File: config.mk
export PLATFORM = sky130hd
export DESIGN_NAME = gle_lap
export DESIGN_NICKNAME = d
export VERILOG_FILES = /design/src/rtl/core/gle_pkg.sv /design/src/rtl/core/gle_lap.sv
export SDC_FILE = /design/constraint.sdc
export NUM_CORES = 1
export LEC_CHECK = 0
export ABC_AREA = 1
export BUFFER_PORTS_ARGS = -buffer_cell sky130_fd_sc_hd__buf_2
export CAP_MARGIN = 15
export CORE_ASPECT_RATIO = 1.4
export CORE_MARGIN = 4
export CORE_UTILIZATION = 46
export DETAILED_ROUTE_END_ITERATION = 7
export PLACE_DENSITY = 0.89
export SKIP_LAST_GASP = 1
export SYNTH_ARGS = -nofsm -noshare
export SYNTH_HDL_FRONTEND = slang
export SYNTH_SLANG_ARGS = --single-unit
File: constraint.sdc
create_clock -name vclk -period 3.15
set_input_delay 0.1575 -clock vclk [all_inputs]
set_output_delay 0.1575 -clock vclk [all_outputs]
set_load 0.02 [all_outputs]
File: src/rtl/core/gle_pkg.sv
// Shared types, constants and the gray weights of the Laplacian edge stream.
`default_nettype none
package gle_pkg;

	localparam int PIX_W         = 8;
	localparam int DIM_W         = 13;
	localparam int CNT_W         = 12;
	localparam int CFG_IDX_W     = 2;
	localparam int MAX_DIM       = 4096;
	localparam int MAX_WIDTH_DEF = 4096;
	localparam int RESET_WIDTH   = 640;
	localparam int RESET_HEIGHT  = 480;
	localparam int MIN_DIM       = 3;

	// fixed-point gray weights, scale 2^14
	localparam int GRAY_SUM_W = 22;
	localparam int GRAY_SHIFT = 14;
	localparam logic [GRAY_SUM_W-1:0] GRAY_W0   = 22'd4899;
	localparam logic [GRAY_SUM_W-1:0] GRAY_W1   = 22'd9617;
	localparam logic [GRAY_SUM_W-1:0] GRAY_W2   = 22'd1868;
	localparam logic [GRAY_SUM_W-1:0] GRAY_HALF = 22'd8192;

	// configuration register indexes
	localparam logic [CFG_IDX_W-1:0] REG_FRAME_WIDTH  = 2'd0;
	localparam logic [CFG_IDX_W-1:0] REG_FRAME_HEIGHT = 2'd1;

	typedef struct packed {
		logic [PIX_W-1:0] chan_zero;
		logic [PIX_W-1:0] chan_one;
		logic [PIX_W-1:0] chan_two;
	} in_item_t;

	typedef struct packed {
		logic [CNT_W-1:0] pix_row;
		logic [CNT_W-1:0] pix_col;
		logic [PIX_W-1:0] edge_value;
		logic             frame_done;
	} out_item_t;

	typedef struct packed {
		logic      emit;
		out_item_t item;
	} lap_res_t;

endpackage
`default_nettype wire

File: src/rtl/core/gle_lap.sv
// 4-neighbor Laplacian, absolute value and interior/frame-end flags.
`default_nettype none
module gle_lap (
	input  wire logic [gle_pkg::PIX_W-1:0] mid_pix,
	input  wire logic [gle_pkg::PIX_W-1:0] left_pix,
	input  wire logic [gle_pkg::PIX_W-1:0] right_pix,
	input  wire logic [gle_pkg::PIX_W-1:0] up_pix,
	input  wire logic [gle_pkg::PIX_W-1:0] down_pix,
	input  wire logic [gle_pkg::CNT_W-1:0] row,
	input  wire logic [gle_pkg::CNT_W-1:0] col,
	input  wire logic [gle_pkg::DIM_W-1:0] eff_w,
	input  wire logic [gle_pkg::DIM_W-1:0] eff_h,
	output gle_pkg::lap_res_t              res
);
	import gle_pkg::*;

	localparam int T_W = PIX_W + 3;

	logic [T_W-1:0]   t;
	logic [T_W-1:0]   t_abs;
	logic [DIM_W-1:0] col_p2;
	logic [DIM_W-1:0] row_p1;

	// two's complement, range -1020..1020
	assign t = {1'b0, mid_pix, 2'b00} - T_W'(left_pix) - T_W'(right_pix)
		- T_W'(up_pix) - T_W'(down_pix);
	assign t_abs = t[T_W-1] ? (~t + T_W'(1)) : t;

	assign col_p2 = {1'b0, col} + DIM_W'(2);
	assign row_p1 = {1'b0, row} + DIM_W'(1);

	always_comb begin
		// result belongs to the pixel one row up
		res.emit            = (row >= CNT_W'(2)) && (col >= CNT_W'(1)) && (col_p2 <= eff_w);
		res.item.pix_row    = row - CNT_W'(1);
		res.item.pix_col    = col;
		res.item.edge_value = t_abs[PIX_W-1:0];
		res.item.frame_done = (row_p1 == eff_h) && (col_p2 == eff_w);
	end

endmodule
`default_nettype wire

After elaboration in Yosys (flattened, before gate mapping)

Cells that the tools add are included.

$add $sub $neg: 8
Order comparisons: 3
Eq/ne operators: 2
Mux-type cells: 1
Bitwise operators: 1
Reductions and logical operators: 3

Operators with widths:

| cell                                                  | number |
|---|---|
| subtractor 11 x 8 -> 11 bit                           | 3 |
| == test 13 bit                                        | 2 |
| adder 12 x 1 -> 13 bit (second input constant)        | 1 |
| adder 12 x 2 -> 13 bit (second input constant)        | 1 |
| <= comparator 13 bit                                  | 1 |
| >= comparator 12 x 1 -> 1 bit (second input constant) | 1 |
| >= comparator 12 x 2 -> 1 bit (second input constant) | 1 |
| subtractor 12 x 1 -> 12 bit (second input constant)   | 1 |
| subtractor 10 x 8 -> 11 bit                           | 1 |
| adder 8 x 1 -> 8 bit (second input constant)          | 1 |
| two-way mux 8 bit                                     | 1 |
| NOT 8 bit                                             | 1 |
| logical AND 1 bit                                     | 3 |

Register bits after elaboration: 0
Bits of input ports: 90

Longest topological paths before layout

Depth after elaboration: 7
Gate-level depth with buffers: 21

Worst setup path after synthesis

OpenSTA, ideal clock, no wires.

Path kind: input to output
From: in left_pix[3] in the netlist's numbering
To: out res[2] in the netlist's numbering
Data arrival time: 3111 ps
Setup slack: -118 ps
Stages: 15
Cell sequence: inv_1 fa_1 inv_1 fa_1 fa_1 inv_1 ha_1 nand2_1 nand2_1 nand2_1 nand2_1 nand2_1 nand3_2 inv_1 o21ai_0

RTL lines:

| what            | RTL line      | source |
|---|---|---|
| start, declared | gle_lap.sv:5  | `input wire logic [gle_pkg::PIX_W-1:0] left_pix,` |
| end, declared   | gle_lap.sv:13 | `output gle_pkg::lap_res_t res` |

==> flow_summary_export.csv <==
group,metric,value,unit
route,wl_per_cell,11.8,µm
placement,place_inst,639,
status,status,"complete, but fails checks",
grt,grt_pass1_vias,3313,
critical_path,critPathMaxStageDelay,0.61,ns
power,power.density,591,nW/µm²
die,ios,124,
synthesis,muxShareOfSynthArea,0,%
grt,antenna_found_initial,0,
grt,grt_use_met3,2.02,%
placement,place_ws,-0.344,ns
placement,port_buffers,124,
power,p_leak,2.22,nW
die,placementRows,32,
synthesis,syn_inst,450,
final_layout,num-fill-cells,476,
sta,whs,0.588,ns
critical_path,critPathMaxFanout,3,
synthesis,synth_top_family_by_area,"simple AND/OR/NAND/NOR gates",
grt,use_met1,20.4,%
sta,tns,-0.967,ns
synthesis,synth_xor_area_share,8.99,%
critical_path,arrival,3.19,ns
grt,grtUsageMet2,42.9,%
final_layout,nClkBuffers,0,
placement,place_hpwl,6.44,mm
critical_path,crit_slowest_cell,"fa_2",
sta,max-slew-margin-rel,73.0,%
route,via_count,3183,
grt,grt_pass1_wl,12.8,mm
final_layout,utilization,66.1,%
final_layout,nets,724,
placement,placed_area,3430,µm²
sta,report.final.slew_viol_count,0,
final_layout,area_growth,36.7,%
final_layout,ff_latch_area,0,µm²
final_layout,drive_above_1_share,36.0,%
grt,gr-max-usage-layer,"met2",
synthesis,yosysUniqueCellTypes,32,
synthesis,syn_avg_cell_area,6.06,µm²
synthesis,synth-simple-area-share,33.1,%
hold_path,min_to,"res[13]",
die,dieWidth,73.1,µm
grt,grt.overflow.total,0,
synthesis,synth_compound_area_share,5.64,%
critical_path,cp.required,2.99,ns
route,drtPass1Iterations,4,
critical_path,cp_cell_sequence,"buf_6 > inv_2 > fa_1 > inv_1 > fa_1 > inv_2 > ha_4 > inv_2 > nand2_2 > inv_2 > fa_2 > nand2_1 > and2b_1 > nand2_2 > nor2_4 > nand3_2 > nand2_1 > nand2_1 > nand2_2 > buf_6",
critical_path,critPathLaunchType,"input port",
die,die_area,7250,µm²
final_layout,diodes,0,
route,drc,0,
sta,setup_violations,7,
final_layout,finish.instance_area,3730,µm²
status,violations,"setup timing",
route,vias_per_cell,4.93,
final_layout,stdcell_count,645,
die,initial_utilization,48.3,%
synthesis,syn-num-nets,595,
route,dr.first_iter.drc_count,120,
critical_path,crit_type,"input port to primary output",
grt,grt_max_degree,8,
grt,track_usage,20.7,%
sta,fmax,299,MHz
power,total_power,2.21,mW
die,core_area,5650,µm²
placement,place_congestion,0.900,
sta,tightest_slew,0.402,ns
synthesis,yosys.area_share.adder,31.5,%
route,ant_nets,0,
synthesis,synth_warnings,0,
clocking,hold_buffers,0,
hold_path,min_path_cells,2,
die,die_h,99.1,µm
hold_path,hold_start,"col[4]",
critical_path,cp-end-kind,"primary output",
sta,setup_slack,-0.196,ns
hold_path,hp-class,"input port to primary output",
sta,grt_setup_unrepaired,"true",
critical_path,crit_top_cell,"inv_2",
final_layout,seq_cells,0,
critical_path,crit_family,"adder cells",
synthesis,syn_area,2730,µm²
synthesis,seq_area_frac_synth,0,%
sta,hold_viol,0,
critical_path,crit_cells,20,
sta,layout_min_cycle_time,3.35,ns
critical_path,critPathBufInv,7,
sta,finalCritPeriodShare,106,%
job,max-cap-violations,0,
power,ir_drop,0.323,mV
route,routed_wl,7.60,mm
[final cells by class]
cell class	instances	area, µm²	area share [%]
timing repair buffer	143	798	21.4
multi-input combinational	314	2390	64.1
inverter	120	458	12.3
tap	68	85.1	2.28
[synthesized netlist by cell type]
cell	number	area share, %
a21o_1	2	0.55
a21oi_1	15	2.8
a31oi_1	1	0.23
and2_2	1	0.28
and2b_1	1	0.28
buf_2	3	0.55
buf_4	13	3.6
clkinv_2	1	0.18
fa_1	23	17
ha_1	32	15
inv_1	118	16
inv_2	1	0.14
nand2_1	109	15
nand2_2	2	0.46
nand2b_1	1	0.23
nand3_1	31	5.7
nand3_2	2	0.73
nand3b_1	4	1.1
nand4_1	10	2.3
nor2_1	27	3.7
nor2_2	3	0.69
nor2_4	1	0.41
nor3_1	5	0.92
nor4_1	5	1.1
o211ai_1	1	0.28
o21a_1	1	0.28
o21ai_0	6	1.1
o21ai_1	1	0.18
o21bai_1	1	0.28
or2_2	1	0.23
xnor2_1	12	3.9
xor2_1	16	5.1
[layer usage]
layer,up-vias,part of all wire (%)
met5,-,0
met4,0,3.3
met3,24,6.5
met2,126,55
met1,1423,35
li1,1610,-
[cell families (layout without fill, tap and decap cells)]
family,Yosys count,count (layout)
simple gates,203,203
xor+xnor,28,28
compound gates,28,28
buf+inv,136,263
fa+ha+maj,55,55
[power by group]
part / total [mW] / switching [mW] / leakage, nW / internal [mW]
registers: 0 / 0 / 0 / 0
clock network: 0 / 0 / 0 / 0
logic: 2.21 / 1.22 / 2.22 / 0.983
[layout by cell type (no fill, tap or decap), types with 5 or more instances in the layout]
cell type    n
inv_2       15
ha_4         7
fa_1        21
nor2_2       6
nand2_1     95
nand4_1     10
nor4_1       5
a21oi_1     13
nand3_1     27
inv_1      103
xnor2_1     10
nand2_2     15
buf_4       23
buf_2      116
xor2_1      14
nand3_2      5
nor2_1      23
ha_1        25
o21ai_0      5
[worst max path at each step]
stage | end | from | slack, ns
global placement | res[7] | left_pix[3] | -0.24
finish | res[8] | up_pix[0] | -0.20
floorplan | res[4] | left_pix[5] | -0.01
CTS | res[8] | up_pix[0] | -0.14
detailed placement | res[7] | left_pix[3] | -0.34
global route | res[8] | up_pix[1] | -0.39
[what timing repair did]
item                       in CTS  in global routing
pin swaps                      22                 20
buffers inserted                4                  2
setup endpoints to repair       7                  7
resized for setup              48                 22
cloned                          0                  0
(Power assumes the default switching activity.)
