File: config.mk
export PLATFORM = sky130hd
export DESIGN_NAME = gle_gray
export DESIGN_NICKNAME = d
export VERILOG_FILES = /design/src/rtl/core/gle_pkg.sv /design/src/rtl/core/gle_gray.sv
export SDC_FILE = /design/constraint.sdc
export NUM_CORES = 1
export LEC_CHECK = 0
export BUFFER_PORTS_ARGS = -buffer_cell sky130_fd_sc_hd__buf_2
export CAP_MARGIN = 20
export CORE_AREA = 2 2 117 119
export DETAILED_ROUTE_END_ITERATION = 7
export DIE_AREA = 0 0 119 121
export MAX_ROUTING_LAYER = met4
export PLACE_DENSITY = 0.64
export RECOVER_POWER = 100
export SLEW_MARGIN = 5
export SYNTH_ARGS = -nofsm -noshare
export SYNTH_HDL_FRONTEND = slang
export SYNTH_SLANG_ARGS = --single-unit
File: constraint.sdc
create_clock -name vclk -period 37.1
set_input_delay 11.13 -clock vclk [all_inputs]
set_output_delay 11.13 -clock vclk [all_outputs]
set_load 0.01 [all_outputs]
File: src/rtl/core/gle_pkg.sv
// Shared types, constants and the gray weights of the Laplacian edge stream.
`default_nettype none
package gle_pkg;

	localparam int PIX_W         = 8;
	localparam int DIM_W         = 13;
	localparam int CNT_W         = 12;
	localparam int CFG_IDX_W     = 2;
	localparam int MAX_DIM       = 4096;
	localparam int MAX_WIDTH_DEF = 4096;
	localparam int RESET_WIDTH   = 640;
	localparam int RESET_HEIGHT  = 480;
	localparam int MIN_DIM       = 3;

	// fixed-point gray weights, scale 2^14
	localparam int GRAY_SUM_W = 22;
	localparam int GRAY_SHIFT = 14;
	localparam logic [GRAY_SUM_W-1:0] GRAY_W0   = 22'd4899;
	localparam logic [GRAY_SUM_W-1:0] GRAY_W1   = 22'd9617;
	localparam logic [GRAY_SUM_W-1:0] GRAY_W2   = 22'd1868;
	localparam logic [GRAY_SUM_W-1:0] GRAY_HALF = 22'd8192;

	// configuration register indexes
	localparam logic [CFG_IDX_W-1:0] REG_FRAME_WIDTH  = 2'd0;
	localparam logic [CFG_IDX_W-1:0] REG_FRAME_HEIGHT = 2'd1;

	typedef struct packed {
		logic [PIX_W-1:0] chan_zero;
		logic [PIX_W-1:0] chan_one;
		logic [PIX_W-1:0] chan_two;
	} in_item_t;

	typedef struct packed {
		logic [CNT_W-1:0] pix_row;
		logic [CNT_W-1:0] pix_col;
		logic [PIX_W-1:0] edge_value;
		logic             frame_done;
	} out_item_t;

	typedef struct packed {
		logic      emit;
		out_item_t item;
	} lap_res_t;

endpackage
`default_nettype wire

File: src/rtl/core/gle_gray.sv
// Fixed-point RGB to gray conversion with rounding.
`default_nettype none
module gle_gray (
	input  wire logic [gle_pkg::PIX_W-1:0] chan_zero,
	input  wire logic [gle_pkg::PIX_W-1:0] chan_one,
	input  wire logic [gle_pkg::PIX_W-1:0] chan_two,
	output logic      [gle_pkg::PIX_W-1:0] gray
);
	import gle_pkg::*;

	logic [GRAY_SUM_W-1:0] sum;

	// max sum is 255*16384 + 8192, fits 22 bits
	assign sum = GRAY_SUM_W'(chan_zero) * GRAY_W0
		+ GRAY_SUM_W'(chan_one) * GRAY_W1
		+ GRAY_SUM_W'(chan_two) * GRAY_W2
		+ GRAY_HALF;

	assign gray = sum[GRAY_SHIFT +: PIX_W];

endmodule
`default_nettype wire

=== Yosys cells after proc, flatten, opt, wreduce, memory -nomap -nowiden ===
Index checks and enable logic that the tools add are counted.

* Reduce and logical (&&, ||, !) cells: 0
* Bitwise operators: 0
* Multipliers: 3
* Shift operators: 0
* Equality and inequality tests: 0
* Add/subtract/negate cells: 3
* Multiplexer cells: 0
* Order comparisons: 0
* Divide/modulo/power cells: 0

{| class="wikitable"
|+ Operators by type and width
! kind !! number
|-
| $add A21 B22 Y22 || 1
|-
| $add A22 B14 Y22 const B || 1
|-
| $add A22 B19 Y22 || 1
|-
| $mul A8 B14 Y22 const B || 1
|-
| $mul A8 B13 Y21 const B || 1
|-
| $mul A8 B9 Y17 const B || 1
|}

* Output and inout bits: 8
* Bits of input ports: 24
* Memories: 0
* Bits in latches: 0
* Logic and storage cells: 6
* Memory bits (writable): 0
* Memory bits (read-only): 0
* Flip-flop bits (word level): 0

=== Logic depth before layout (Yosys ltp) ===
Gate-level depths: netlist of run 1.

* Depth after elaboration: 4
* Depth in mapped cells: 27
* Depth with buffers taken out: 27

=== Least setup slack after synthesis of run 1 ===
OpenSTA, ideal clock, no wires.

* Path type: input -> output
* Start: in chan_two[2] in the netlist's numbering
* End: out gray[7] in the netlist's numbering
* Data required time: 25.970 ns
* Path slack: 8.524 ns
* Stages on the path: 27
* Data arrival time: 17.446 ns
* Path buffers: 0
* Cell sequence: inv_1 -> fa_1 -> inv_1 -> ha_1 -> fa_1 -> inv_1 -> fa_1 -> inv_1 -> ha_1 -> and3_4 -> o21ai_0 -> nand3_1 -> xor2_1 -> ha_1 -> ha_1 -> fa_1 -> inv_1 -> fa_1 -> fa_1 -> inv_1 -> ha_1 -> o21ai_0 -> o21ai_0 -> nand2_1 -> a31oi_2 -> nor4_1 -> a311oi_1

* Cells in the longest elaborated chain, start to end: 3

{| class="wikitable"
|+ Ends and longest elaborated chain
! element !! RTL line !! source
|-
| start: declaration || gle_gray.sv:6 || <nowiki>input wire logic [gle_pkg::PIX_W-1:0] chan_two,</nowiki>
|-
| $mul A8 B9 Y17 || gle_gray.sv:16 || <nowiki>+ GRAY_SUM_W'(chan_two) * GRAY_W2</nowiki>
|-
| $add A22 B19 Y22 || gle_gray.sv:16 ||
|-
| $add A22 B14 Y22 || gle_gray.sv:17 || <nowiki>+ GRAY_HALF;</nowiki>
|-
| end: declaration || gle_gray.sv:7 || <nowiki>output logic [gle_pkg::PIX_W-1:0] gray</nowiki>
|}

Every way passes these cells.

=== Worst setup path in the final report of run 1 ===
* Start: in chan_two[6] in the netlist's numbering
* End: out gray[7] in the netlist's numbering

The elaborated chain is that of the path after synthesis.

==> results.yml, run 1 <==
outcome:
  status: "finished, final reports clean"
sta:
  fmaxAchievable_ghz: 0.0337
  final-setup-viol-count: 0
  slew_headroom: 0.557
  rsz0062_at_grt: "no"
  layout_min_cycle_time_ns: 29.63
  fin_max_slew_vios: 0
  min_period_over_period: 0.799
  setup-tns-final_ns: 0
  timing.final.ws_setup_ns: 7.47
  final-hold-violation-count: 0
  worstMarginPinSlew_ns: 0.657
critical_path:
  cp_max_fo: 6
  worstSetupPathType: "in2out"
  endpoint_kind: "output port"
  setup.worst_path.start_class: "primary input"
  cp-endpoint: "gray[7]"
  critical_path_arrival_ns: 18.50
  worst-endpoint-required_ns: 25.97
  worst_setup_path_startpoint: "chan_two[6]"
finish:
  design.seq.count: 0
  final_net_count: 858
  most-common-layout-cells: "sky130_fd_sc_hd__inv_1, sky130_fd_sc_hd__ha_1, sky130_fd_sc_hd__fa_1, sky130_fd_sc_hd__buf_2, sky130_fd_sc_hd__a21oi_1"
  seqCellArea_um2: 0
  diodes_inserted: 0
  area_growth_syn_to_fin_pct: 7.01
  fill_cells: 1295
  final.clkbuf_count: 0
  finish.instance_area_mm2: 0.00554
  drive_above_1_share: 0.0648
  multiInputGateArea_mm2: 0.00439
  layout.cells.most_common: "sky130_fd_sc_hd__inv_1"
floorplan:
  num_io_pins: 32
  die_height_um: 121
  die_w_um: 119
  initial_utilization: 0.396
  floorplan.rows: 42
  die_area_mm2: 0.0144
  placeable_area_mm2: 0.0131
placed_design:
  place_ws_ns: 7.89
  port_buffers: 32
  place.detailed.hpwl_um: 9840
  placedInstanceArea_mm2: 0.00556
  routabilityCongestion: 0.928
global_routing:
  pin_count_of_the_biggest_net_entering_global_routing: 9
  grt-ovfl-total: 0
  grt_pass1_vias: 4020
  groute.usage.overall: 0.159
  first_pass_grt_wire_length_um: 18200
  grt_antenna_before_repair: 0
route:
  drt_first_iter_violations: 162
  firstDrtPassIters: 4
  wire_per_inst_um: 13.4
  post-route-drc-count: 0
  routed-via-count: 3686
  antenna_left: 0
  drt_wl_total_um: 10400
  post_drt_via_cell_ratio: 4.74
synth:
  synth.net_count: 824
  synth-seq-area-share: 0
  synth_cell_types: 45
  postSynthCellCount: 570
  synth.yosys.warnings: 0
  synth.avg_cell_area_um2: 9.09
  syn-cell-area_mm2: 0.00518
clock_network:
  cts-resized-gates: 0
  cts_hold_repair.buffers: 0
  cts_post_setup_buffers_inserted: 0
min_path:
  class_of_the_tightest_hold_or_removal_check: "in2out"
job:
  max_cap_violations: 0
==> cell families after synthesis <==
group                      Yosys count  share of synthesized area
buffers and inverters              206                      0.149
AOI/OAI and AO/OA                   60                     0.0792
muxes                                1                    0.00193
and+or+nand+nor                     53                     0.0539
adders and majority gates          230                      0.682
xor gates and xnor gates            20                     0.0338
==> final cells by class <==
class | instances | share of cell area
Multi-Input combinational cell | 364 | 0.793
Inverter | 206 | 0.140
Tap cell | 176 | 0.0397
Timing Repair Buffer | 32 | 0.0278
==> layer usage <==
layer | global-route usage | vias up | routed length (µm)
li1 | - | 1834 | -
met1 | 0.221 | 1812 | 5090
met2 | 0.270 | 34 | 5040
met3 | 0.00564 | 6 | 184
met4 | 0.0156 | 0 | 117
met5 | - | - | 0
==> Yosys cell counts, drive strengths merged, types with 3 or more instances <==
| master | n | area, µm² |
|---|---|---|
| o211ai | 3 | 27.5 |
| xnor2 | 12 | 105 |
| nor2 | 11 | 41.3 |
| or2 | 6 | 37.5 |
| nor3 | 8 | 40.0 |
| and3 | 4 | 35.0 |
| ha | 143 | 1790 |
| inv | 206 | 773 |
| a21o | 3 | 22.5 |
| o21ai | 12 | 60.1 |
| a211oi | 3 | 27.5 |
| a21oi | 19 | 98.9 |
| nand2 | 10 | 37.5 |
| xor2 | 8 | 70.1 |
| nand3 | 4 | 20.0 |
| o21a | 4 | 30.0 |
| fa | 87 | 1740 |
==> metrics by stage <==
stage	std cells	hold slack, ns	utilization
6_report	778	23.20	0.424
5_1_grt	778	23.29	0.424
4_1_cts	778	23.23	0.425
3_5_place_dp	778	23.23	0.425
3_3_place_gp	778	23.17	0.425
2_1_floorplan	570	22.76	-
==> worst min-delay path by stage <==
stage	from	endpoint	cells past startpoint
2_1_floorplan	chan_one[7]	gray[7]	4
3_3_place_gp	chan_one[7]	gray[7]	6
3_5_place_dp	chan_one[7]	gray[7]	6
4_1_cts	chan_one[7]	gray[7]	6
5_1_grt	chan_one[7]	gray[6]	6
6_report	chan_one[7]	gray[7]	6
==> critical path, stage by stage <==
cell and delay, ns:
sky130_fd_sc_hd__clkbuf_1 0.27, sky130_fd_sc_hd__inv_1 0.09, sky130_fd_sc_hd__ha_1 0.33, sky130_fd_sc_hd__fa_1 0.47, sky130_fd_sc_hd__fa_1 0.51, sky130_fd_sc_hd__inv_1 0.04, sky130_fd_sc_hd__ha_1 0.28, sky130_fd_sc_hd__ha_1 0.34
sky130_fd_sc_hd__nand3b_1 0.09, sky130_fd_sc_hd__o21ai_0 0.53, sky130_fd_sc_hd__a21o_1 0.20, sky130_fd_sc_hd__a21oi_1 0.07, sky130_fd_sc_hd__xnor2_1 0.13, sky130_fd_sc_hd__ha_1 0.28, sky130_fd_sc_hd__ha_1 0.27, sky130_fd_sc_hd__inv_1 0.05
sky130_fd_sc_hd__fa_1 0.52, sky130_fd_sc_hd__fa_1 0.45, sky130_fd_sc_hd__fa_1 0.55, sky130_fd_sc_hd__inv_1 0.04, sky130_fd_sc_hd__ha_1 0.33, sky130_fd_sc_hd__and3_1 0.19, sky130_fd_sc_hd__and4_1 0.22, sky130_fd_sc_hd__o211ai_1 0.14
sky130_fd_sc_hd__a31oi_1 0.44, sky130_fd_sc_hd__nor4_1 0.10, sky130_fd_sc_hd__a311oi_1 0.25, sky130_fd_sc_hd__clkbuf_1 0.18
Power of run 1 is not shown: default switching activity piles up to over one toggle a cycle in this logic, so the estimate is an artifact.
==> run 2, diff against run 1 <==
clock period = 30.9 ns   (was 37.1 ns; I/O delays follow)
==> results.yml, run 2 (synthesis gave the netlist of run 1 again) <==
route:
  drt_wl_total_um: 10300
  routed-via-count: 3680
  post-route-drc-count: 0
  drt_first_iter_violations: 130
  post_drt_via_cell_ratio: 4.73
  firstDrtPassIters: 4
  antenna_left: 0
  wire_per_inst_um: 13.3
global_routing:
  gr-usage-met1: 0.218
  grt-ovfl-total: 0
  pin_count_of_the_biggest_net_entering_global_routing: 9
  groute.usage.overall: 0.156
  groute.layer.met2.usage: 0.268
  first_pass_grt_wire_length_um: 17900
  grt_pass1_vias: 3955
  grt_util_met3: 0.00423
  grt-busiest-layer: "met2"
  grt_antenna_before_repair: 0
critical_path:
  worst_setup_path_startpoint: "chan_two[6]"
  setup.worst_path.start_class: "primary input"
  cp-endpoint: "gray[7]"
  endpoint_kind: "output port"
  worstSetupPathType: "in2out"
  worst-endpoint-required_ns: 21.63
  cp_max_fo: 6
  critical_path_arrival_ns: 16.65
sta:
  fmaxAchievable_ghz: 0.0386
  final-hold-violation-count: 0
  setup-tns-final_ns: 0
  worstMarginPinSlew_ns: 0.656
  fin_max_slew_vios: 0
  final-setup-viol-count: 0
  rsz0062_at_grt: "no"
  slew_headroom: 0.558
  min_period_over_period: 0.839
  layout_min_cycle_time_ns: 25.92
finish:
  area_growth_syn_to_fin_pct: 7.01
  fill_cells: 1277
  design.seq.count: 0
  final_net_count: 858
  drive_above_1_share: 0.0648
  seqCellArea_um2: 0
  final_core_utilization: 0.424
  final.clkbuf_count: 0
  layout.cells.most_common: "sky130_fd_sc_hd__inv_1"
  diodes_inserted: 0
  most-common-layout-cells: "sky130_fd_sc_hd__inv_1, sky130_fd_sc_hd__ha_1, sky130_fd_sc_hd__fa_1, sky130_fd_sc_hd__buf_2, sky130_fd_sc_hd__a21oi_1"
clock_network:
  cts_post_setup_buffers_inserted: 0
  cts-resized-gates: 0
  cts_hold_repair.buffers: 0
min_path:
  class_of_the_tightest_hold_or_removal_check: "in2out"
floorplan:
  floorplan.rows: 42
  die_area_mm2: 0.0144
  die_w_um: 119
  num_io_pins: 32
  die_height_um: 121
  placeable_area_mm2: 0.0131
  initial_utilization: 0.396
placed_design:
  place.detailed.hpwl_um: 9790
  routabilityCongestion: 0.928
  port_buffers: 32
job:
  max_cap_violations: 0
outcome:
  status: "finished, final reports clean"
run 2: cell counts in the layout (fill, tap and decap cells not counted):
Identical to the previous run, type by type.
run 2: cell type report:
type                       count  area (µm²)  area share
tap                          176         220      0.0397
inverter                     206         773       0.140
timing repair buffer          32         154      0.0278
multi-input combinational    364        4390       0.793
run 2: worst max-delay path, stage by stage:
cell and delay, ns:
sky130_fd_sc_hd__clkbuf_1 0.27, sky130_fd_sc_hd__inv_1 0.09, sky130_fd_sc_hd__ha_1 0.34, sky130_fd_sc_hd__fa_1 0.47
sky130_fd_sc_hd__fa_1 0.51, sky130_fd_sc_hd__inv_1 0.04, sky130_fd_sc_hd__ha_1 0.29, sky130_fd_sc_hd__ha_1 0.34
sky130_fd_sc_hd__nand3b_1 0.09, sky130_fd_sc_hd__o21ai_0 0.53, sky130_fd_sc_hd__a21o_1 0.20, sky130_fd_sc_hd__a21oi_1 0.07
sky130_fd_sc_hd__xnor2_1 0.13, sky130_fd_sc_hd__ha_1 0.27, sky130_fd_sc_hd__ha_1 0.27, sky130_fd_sc_hd__inv_1 0.05
sky130_fd_sc_hd__fa_1 0.52, sky130_fd_sc_hd__fa_1 0.46, sky130_fd_sc_hd__fa_1 0.55, sky130_fd_sc_hd__inv_1 0.04
sky130_fd_sc_hd__ha_1 0.33, sky130_fd_sc_hd__and3_1 0.19, sky130_fd_sc_hd__and4_1 0.22, sky130_fd_sc_hd__o211ai_1 0.14
sky130_fd_sc_hd__a31oi_1 0.43, sky130_fd_sc_hd__nor4_1 0.10, sky130_fd_sc_hd__a311oi_1 0.25, sky130_fd_sc_hd__clkbuf_1 0.18
run 2: routing by layer:
layer / share of wire / wire (µm)
met2: 0.48 / 4990
met1: 0.48 / 4990
met4: 0.0082 / 85
met3: 0.025 / 255
met5: 0 / 0
run 2: metrics by stage:
step | area [µm²] | cells | worst slack [ns] | hold WS [ns]
floorplan | 5180 | 570 | 6.04 | 19.04
global placement | 5560 | 778 | 5.57 | 19.45
detailed placement | 5560 | 778 | 5.45 | 19.50
CTS | 5560 | 778 | 5.40 | 19.51
global route | 5540 | 778 | 4.46 | 19.57
finish | 5540 | 778 | 4.98 | 19.50
run 2: how the worst min path moves through the flow:
stage | startpoint | end | slack [ns] | depth (start not counted)
final | chan_one[7] | gray[7] | 19.50 | 6
after global routing | chan_one[7] | gray[7] | 19.57 | 6
after CTS | chan_one[7] | gray[7] | 19.51 | 6
after detailed placement | chan_one[7] | gray[7] | 19.50 | 6
after global placement | chan_one[7] | gray[7] | 19.45 | 6
after floorplan | chan_one[7] | gray[7] | 19.04 | 4
Power of run 2 is left out for the same reason.
